## src/sv/rc4_pkg.sv

```systemverilog
// Shared types and state codes for the RC4 cipher engine.
`timescale 1ns / 1ps

package rc4_pkg;

  // Word accepted on the input channel.
  typedef struct packed {
    logic       mode;
    logic [7:0] data_value;
    logic       last;
  } in_word_t;

  // Word delivered on the output channel.
  typedef struct packed {
    logic [7:0] out_byte;
    logic       out_last;
    logic       no_key;
  } out_word_t;

  localparam logic MODE_KEY  = 1'b0;
  localparam logic MODE_DATA = 1'b1;

  localparam int unsigned SBOX_DEPTH = 256;

  typedef enum logic [4:0] {
    ST_IDLE,
    ST_PASS,
    ST_KINC,
    ST_KRDI,
    ST_KJ,
    ST_KRDJ,
    ST_KWI,
    ST_KWJ,
    ST_KRDT,
    ST_KOUT,
    ST_SINIT,
    ST_SRDN,
    ST_SADDS,
    ST_SADDK,
    ST_SRDA,
    ST_SWN,
    ST_SWA
  } state_t;

endpackage

```

## src/sv/rc4_ram.sv

```systemverilog
// Generic single-write, single-read RAM with registered read data.
`timescale 1ns / 1ps

module rc4_ram #(
  parameter int unsigned WIDTH = 8,
  parameter int unsigned DEPTH = 256
) (
  input  logic                                   clk,
  input  logic                                   we,
  input  logic [((DEPTH > 1) ? $clog2(DEPTH) : 1)-1:0] waddr,
  input  logic [WIDTH-1:0]                       wdata,
  input  logic [((DEPTH > 1) ? $clog2(DEPTH) : 1)-1:0] raddr,
  output logic [WIDTH-1:0]                       rdata
);

  logic [WIDTH-1:0] mem [DEPTH];

  // Write port and registered read port
  always_ff @(posedge clk) begin
    if (we) begin
      mem[waddr] <= wdata;
    end
    rdata <= mem[raddr];
  end

endmodule

```

## src/sv/rc4_stream_cipher_top.sv

```systemverilog
// RC4 cipher engine: key loading, key schedule, keystream XOR and flagged pass-through.
//
//  channel | handshake                  | word
//  --------+----------------------------+-------------------------------
//  input   | item_valid / item_ready    | item   (mode, data_value, last)
//  output  | result_valid / result_ready| result (out_byte, out_last, no_key)
//
// A key byte is stored as it is accepted. A data byte runs through states
// KINC, KRDI, KJ, KRDJ, KWI, KWJ, KRDT and KOUT to the output register (one
// S-box RAM port, five dependent reads and writes); the next word is taken
// once the engine is back in IDLE. A last key byte, or a last data byte
// with a key loaded, starts a key schedule (identity fill, then six steps
// per swap through the same S-box port); item_ready stays low meanwhile.
// Reset (rst, synchronous) clears control state only; RAM contents are
// not cleared. A stalled output holds the engine in its output state.
`timescale 1ns / 1ps

module rc4_stream_cipher_top
  import rc4_pkg::*;
#(
  parameter int unsigned KEY_BYTES_MAX = 256
) (
  input  logic      clk,
  input  logic      rst,
  input  logic      item_valid,
  output logic      item_ready,
  input  in_word_t  item,
  output logic      result_valid,
  input  logic      result_ready,
  output out_word_t result
);

  localparam int unsigned KAW = (KEY_BYTES_MAX > 1) ? $clog2(KEY_BYTES_MAX) : 1;
  localparam int unsigned KLW = $clog2(KEY_BYTES_MAX + 1);
  localparam logic [KLW-1:0] KLEN_MAX = KLW'(KEY_BYTES_MAX);

  state_t state, state_next;

  // Control and index registers
  logic [KLW-1:0] klen;
  logic           key_ready;
  logic [7:0]     i, j, acc, n, tsum;
  logic [KAW-1:0] kidx;

  // Payload registers
  logic [7:0] hold;
  logic [7:0] kb;
  logic [7:0] value;
  logic       last;

  // RAM ports
  logic           sb_we;
  logic [7:0]     sb_waddr, sb_wdata, sb_raddr, sb_rdata;
  logic           ks_we;
  logic [KAW-1:0] ks_waddr;
  logic [7:0]     ks_rdata;

  // Shared adder
  logic [7:0] add_a, add_b, add_sum;

  logic           accept;
  logic           out_free;
  logic           load_result;
  logic [KLW-1:0] eff_len;
  logic [KLW-1:0] kidx_inc;
  logic           kidx_wrap;

  assign item_ready  = (state == ST_IDLE);
  assign accept      = item_valid && item_ready;
  assign out_free    = !result_valid || result_ready;
  assign load_result = ((state == ST_PASS) || (state == ST_KOUT)) && out_free;
  assign eff_len     = key_ready ? '0 : klen;
  assign kidx_inc    = KLW'(kidx) + KLW'(1);
  assign kidx_wrap   = (kidx_inc >= klen);
  assign add_sum     = add_a + add_b;

  assign ks_we    = accept && (item.mode == MODE_KEY) && (eff_len < KLEN_MAX);
  assign ks_waddr = eff_len[KAW-1:0];

  rc4_ram #(.WIDTH(8), .DEPTH(SBOX_DEPTH)) u_sbox (
    .clk   (clk),
    .we    (sb_we),
    .waddr (sb_waddr),
    .wdata (sb_wdata),
    .raddr (sb_raddr),
    .rdata (sb_rdata)
  );

  rc4_ram #(.WIDTH(8), .DEPTH(KEY_BYTES_MAX)) u_key (
    .clk   (clk),
    .we    (ks_we),
    .waddr (ks_waddr),
    .wdata (item.data_value),
    .raddr (kidx),
    .rdata (ks_rdata)
  );

  // Next state
  always_comb begin
    state_next = state;
    case (state)
      ST_IDLE: begin
        if (accept) begin
          if (item.mode == MODE_KEY) begin
            state_next = item.last ? ST_SINIT : ST_IDLE;
          end else begin
            state_next = key_ready ? ST_KINC : ST_PASS;
          end
        end
      end
      ST_PASS:  if (out_free) state_next = ST_IDLE;
      ST_KINC:  state_next = ST_KRDI;
      ST_KRDI:  state_next = ST_KJ;
      ST_KJ:    state_next = ST_KRDJ;
      ST_KRDJ:  state_next = ST_KWI;
      ST_KWI:   state_next = ST_KWJ;
      ST_KWJ:   state_next = ST_KRDT;
      ST_KRDT:  state_next = ST_KOUT;
      ST_KOUT:  if (out_free) state_next = last ? ST_SINIT : ST_IDLE;
      ST_SINIT: if (n == 8'hFF) state_next = ST_SRDN;
      ST_SRDN:  state_next = ST_SADDS;
      ST_SADDS: state_next = ST_SADDK;
      ST_SADDK: state_next = ST_SRDA;
      ST_SRDA:  state_next = ST_SWN;
      ST_SWN:   state_next = ST_SWA;
      ST_SWA:   state_next = (n == 8'hFF) ? ST_IDLE : ST_SRDN;
      default:  state_next = ST_IDLE;
    endcase
  end

  // RAM port and adder operand selection
  always_comb begin
    sb_we    = 1'b0;
    sb_waddr = n;
    sb_wdata = n;
    sb_raddr = tsum;
    add_a    = acc;
    add_b    = sb_rdata;
    case (state)
      ST_KINC: begin
        add_a = i;
        add_b = 8'd1;
      end
      ST_KRDI:  sb_raddr = i;
      ST_KJ:    add_a = j;
      ST_KRDJ:  sb_raddr = j;
      ST_KWI: begin
        sb_we    = 1'b1;
        sb_waddr = i;
        sb_wdata = sb_rdata;
        add_a    = hold;
      end
      ST_KWJ: begin
        sb_we    = 1'b1;
        sb_waddr = j;
        sb_wdata = hold;
      end
      ST_SINIT: sb_we = 1'b1;
      ST_SRDN:  sb_raddr = n;
      ST_SADDS: add_a = acc;
      ST_SADDK: add_b = kb;
      ST_SRDA:  sb_raddr = acc;
      ST_SWN: begin
        sb_we    = 1'b1;
        sb_wdata = sb_rdata;
      end
      ST_SWA: begin
        sb_we    = 1'b1;
        sb_waddr = acc;
        sb_wdata = hold;
      end
      default: begin
        sb_we = 1'b0;
      end
    endcase
  end

  // Control registers
  always_ff @(posedge clk) begin
    if (rst) begin
      state        <= ST_IDLE;
      klen         <= '0;
      key_ready    <= 1'b0;
      i            <= '0;
      j            <= '0;
      n            <= '0;
      acc          <= '0;
      kidx         <= '0;
      result_valid <= 1'b0;
    end else begin
      state <= state_next;
      // Raise the result flag on a load, drop it once the word is taken
      if (load_result) begin
        result_valid <= 1'b1;
      end else if (result_valid && result_ready) begin
        result_valid <= 1'b0;
      end
      case (state)
        ST_IDLE: begin
          // Store a key byte, restarting the key if one was complete
          if (accept && (item.mode == MODE_KEY)) begin
            klen <= eff_len + KLW'(eff_len < KLEN_MAX);
            key_ready <= item.last;
          end
        end
        ST_KINC:  i <= add_sum;
        ST_KJ:    j <= add_sum;
        ST_SINIT: begin
          n    <= n + 8'd1;
          acc  <= '0;
          kidx <= '0;
        end
        ST_SADDS: acc <= add_sum;
        ST_SADDK: acc <= add_sum;
        ST_SWA: begin
          // Advance the swap position and the wrapping key index; clear i and j after the last swap
          n    <= n + 8'd1;
          kidx <= kidx_wrap ? '0 : kidx_inc[KAW-1:0];
          if (n == 8'hFF) begin
            i <= '0;
            j <= '0;
          end
        end
        default: begin
        end
      endcase
    end
  end

  // Payload registers
  always_ff @(posedge clk) begin
    if (accept) begin
      value <= item.data_value;
      last  <= item.last;
    end
    case (state)
      ST_KJ:    hold <= sb_rdata;
      ST_KWI:   tsum <= add_sum;
      ST_SADDS: begin
        hold <= sb_rdata;
        kb   <= (klen == '0) ? 8'd0 : ks_rdata;
      end
      ST_PASS: begin
        if (out_free) begin
          result.out_byte <= value;
          result.out_last <= last;
          result.no_key   <= 1'b1;
        end
      end
      ST_KOUT: begin
        if (out_free) begin
          result.out_byte <= value ^ sb_rdata;
          result.out_last <= last;
          result.no_key   <= 1'b0;
        end
      end
      default: begin
      end
    endcase
  end

  // Checks
  a_sched_clears_idx: assert property (@(posedge clk) disable iff (rst)
    (state == ST_SWA && n == 8'hFF) |=> (i == 8'd0 && j == 8'd0))
    else $error("key schedule left nonzero indices");

  a_klen_bound: assert property (@(posedge clk) disable iff (rst)
    klen <= KLEN_MAX)
    else $error("key length beyond limit");

  a_result_source: assert property (@(posedge clk) disable iff (rst)
    $rose(result_valid) |-> ($past(state) == ST_KOUT || $past(state) == ST_PASS))
    else $error("result word loaded outside an output state");

  a_keystream_keyed: assert property (@(posedge clk) disable iff (rst)
    (state == ST_KINC) |-> key_ready)
    else $error("keystream step without a loaded key");

  a_swap_pair: assert property (@(posedge clk) disable iff (rst)
    (state == ST_KWI) |=> (state == ST_KWJ))
    else $error("swap split across other states");

endmodule

```

## config.mk

```make
export PLATFORM = sky130hd
export DESIGN_NAME = rc4_stream_cipher_top
export DESIGN_NICKNAME = d
export VERILOG_FILES = /design/src/sv/rc4_pkg.sv /design/src/sv/rc4_ram.sv /design/src/sv/rc4_stream_cipher_top.sv
export SDC_FILE = /design/constraint.sdc
export NUM_CORES = 2
export LEC_CHECK = 0
export BUFFER_PORTS_ARGS = -buffer_cell sky130_fd_sc_hd__buf_4
export CELL_PAD_IN_SITES_DETAIL_PLACEMENT = 1
export CELL_PAD_IN_SITES_GLOBAL_PLACEMENT = 1
export CORE_UTILIZATION = 50
export DETAILED_ROUTE_END_ITERATION = 10
export PLACE_DENSITY_LB_ADDON = 0.1
export SETUP_SLACK_MARGIN = 0.1
export SKIP_CTS_REPAIR_TIMING = 1
export SYNTH_ARGS = -nofsm -noshare
export SYNTH_HDL_FRONTEND = slang
export SYNTH_SLANG_ARGS = --single-unit
```

## constraint.sdc

```tcl
create_clock -name clk -period 5.1 [get_ports clk]
set_clock_uncertainty 0.05 [all_clocks]
set_input_delay 0.51 -clock clk [delete_from_list [all_inputs] [get_ports clk]]
set_output_delay 0.51 -clock clk [all_outputs]
set_load 0.01 [all_outputs]
```

==> reports/results.ini <==
[status]
status=finished with violations
violations=max-capacitance violations, max-slew violations

[power]
ir_worst_vdd_uv=368
p_per_area_mw_per_mm2=386
power_leakage_nw=61.1
power_mw=72.9

[cells_and_area]
syn_to_final_growth_pct=13.2
filler_cell_count=29400
nNetsFinal=10300
drive_gt1_share_pct=18.4
fin_area_sq_mm=0.189
fin_cells=15000
post-route-util_pct=57.0

[cts]
cts_tree=done
clkSinkCount=4211
cts_buffers=431
clk_pin_slew_worst_paths_ps=60
clkLatencyLatePin_ps=1010
root_buffer=clkbuf_16
htreeDepth=5
clock_path_buffers=4

[grt]
grt_pass1_wl_microns=717000
grt_pass1_vias=97400
grt-ovfl-total=0
grt_max_degree=160
grt_usage_pct=29.4
antenna_found_initial=12

[setup_path]
critPathRequiredTime_ps=6000
startpoint_type=flop
critPathLaunch=state[3]
cpMaxStageDelayCell=o21ai_1
cp_cell_sequence=mux2_2 -> a32oi_1 -> o2111a_4 -> nand2_1 -> buf_4 -> o22ai_1 -> o21ai_0 -> o21ai_1 -> a211oi_1 -> o22ai_1 -> buf_4 -> o41a_1
max_stage_delay_ps=710
crit_fanout=11
crit_arrival_ps=5840
r2r-start=state[3]
critical_path_class=reg -> reg
endpoint_kind=flop

[synth]
ys_types=83
yosys_register_bits=4211
synth_area_leaders=edfxtp_1 (74%), mux4_2 (9.5%), nand2_1 (3.7%)
netlist.area_leader.share_pct=74.5
synth-simple-area-share_pct=8.18
yosysMostFrequentCell=edfxtp_1
synth_top_family_by_area=multiplexers
synth_compound_area_share_pct=3.22
synth_cells=9889
synth-edff-count=4139
synth.cell_area_sq_mm=0.167
synth_fa_ha_area_share_pct=0.162
ys_warn_count=0
yosys-top-cells-count=edfxtp_1 (4139), nand2_1 (1651), mux4_2 (704)
syn_area_per_cell_sq_um=16.9
async_flop_share_pct=0
synthMuxAreaShare_pct=11.2
syn_nets=9924
synth_flop_cell=edfxtp_1
yosys.area_share.xor_xnor_pct=0.136
ys_seq_area_share_pct=75.3
post-synth-top-area-cell=edfxtp_1

[timing]
max_freq_mhz=202
period_share_pct=96.9
max_slew.worst_pin.slew_ps=1510
finalHoldViolations=0
drv_slew=2
setup_tns_ps=0
setup_violations=0
rsz0062_at_grt=no
fin_crit_ps=4940
slew_headroom_pct=-1.39
whs_ps=59.2
timing.final.ws_setup_ps=160

[floorplan]
boundaryPins=26
coreArea_sq_mm=0.331
initial_core_util_pct=50.4
rows=211
dieArea_sq_mm=0.336
die_height_microns=580
die_x_microns=580

[worst_hold_path]
worstHoldPathType=in -> reg
min_from=item[7]

[run]
maxCapViolCount=1

[drt]
dr.pass1.iters=8
viasPerCell=6.31
ant_nets=0
wl_microns=500000
drt_iter0_drc=10100
drcViolationCount=0
wl_per_cell_microns=33.3
dr_total_vias=94700

[placed_design]
dpl_worst_slack_ps=-299
gp_congestion=0.903
dp_hpwl_microns=311000
dp.cells=14200
numPortBuffers=25
place_area_sq_mm=0.175

==> routing by layer <==
metal	part of all wire, %	GRT usage, %
met1	40	40.4
met2	48	47.8
met3	6.7	4.21
met4	4.6	11.9
met5	0.0042	0
==> layout make-up <==
cell class	count	area, sq um	area share (%)
flip-flops and latches	4211	126000	66.6
multi-input cells	5019	38400	20.3
clock buffers	530	11200	5.94
well taps	4366	5460	2.89
diodes	6	15.0	0.00795
inverters	34	158	0.0835
repair buffers	592	5510	2.92
clock inverters	261	2400	1.27
==> worst paths after layout <==
kind,end,slack [ps],depth (start not counted)
max,u_sbox.rdata[3],160,12
min,u_key.mem[33][6],60,1
max reg2reg,u_sbox.rdata[3],160,12
min reg2reg,klen[1],420,2
==> registers in the layout, indices dropped and copies added, names as in the netlist, 9 cells and up <==
register	count
u_key.mem	2048
u_sbox.mem	2048
result	10
klen	9
==> power by group <==
group          total (mW)  internal (mW)  switching, mW
sequential           38.1           37.9          0.174
clock                31.0           17.6           13.4
combinational        3.77           1.06           2.71
==> critical path: cells and delay by family, from the launching register on <==
kind            cells  cell delay, ps
compound gates      8            2860
buf+inv             2             570
flops               1             500
mux                 1             380
simple gates        1             500
==> logic make-up after synthesis <==
family	after synthesis
AO/OA/AOI/OAI	765
AND/OR/NAND/NOR	3227
buffers and inverters	659
flip-flops	4211
adder cells (fa/ha/maj)	21
XOR/XNOR	26
multiplexers	980
==> placed cells by master (no fill, tap or decap), types with 56 or more instances in the layout <==
cell type | netlist | final
nand3_1 | 653 | 653
and3_1 | 132 | 132
clkbuf_1 | 293 | 96
buf_4 | 44 | 499
o22ai_1 | 56 | 56
a311oi_1 | 91 | 89
mux4_2 | 704 | 704
edfxtp_1 | 4139 | 4139
buf_12 | 1 | 80
nand2_1 | 1651 | 1642
a21oi_1 | 195 | 192
mux2i_1 | 263 | 263
clkinv_2 | 0 | 76
dfxtp_1 | 72 | 65
nor2_1 | 631 | 624
clkbuf_16 | 0 | 433
clkinv_1 | 1 | 110
a31oi_1 | 97 | 97
(Power assumes the default switching activity.)
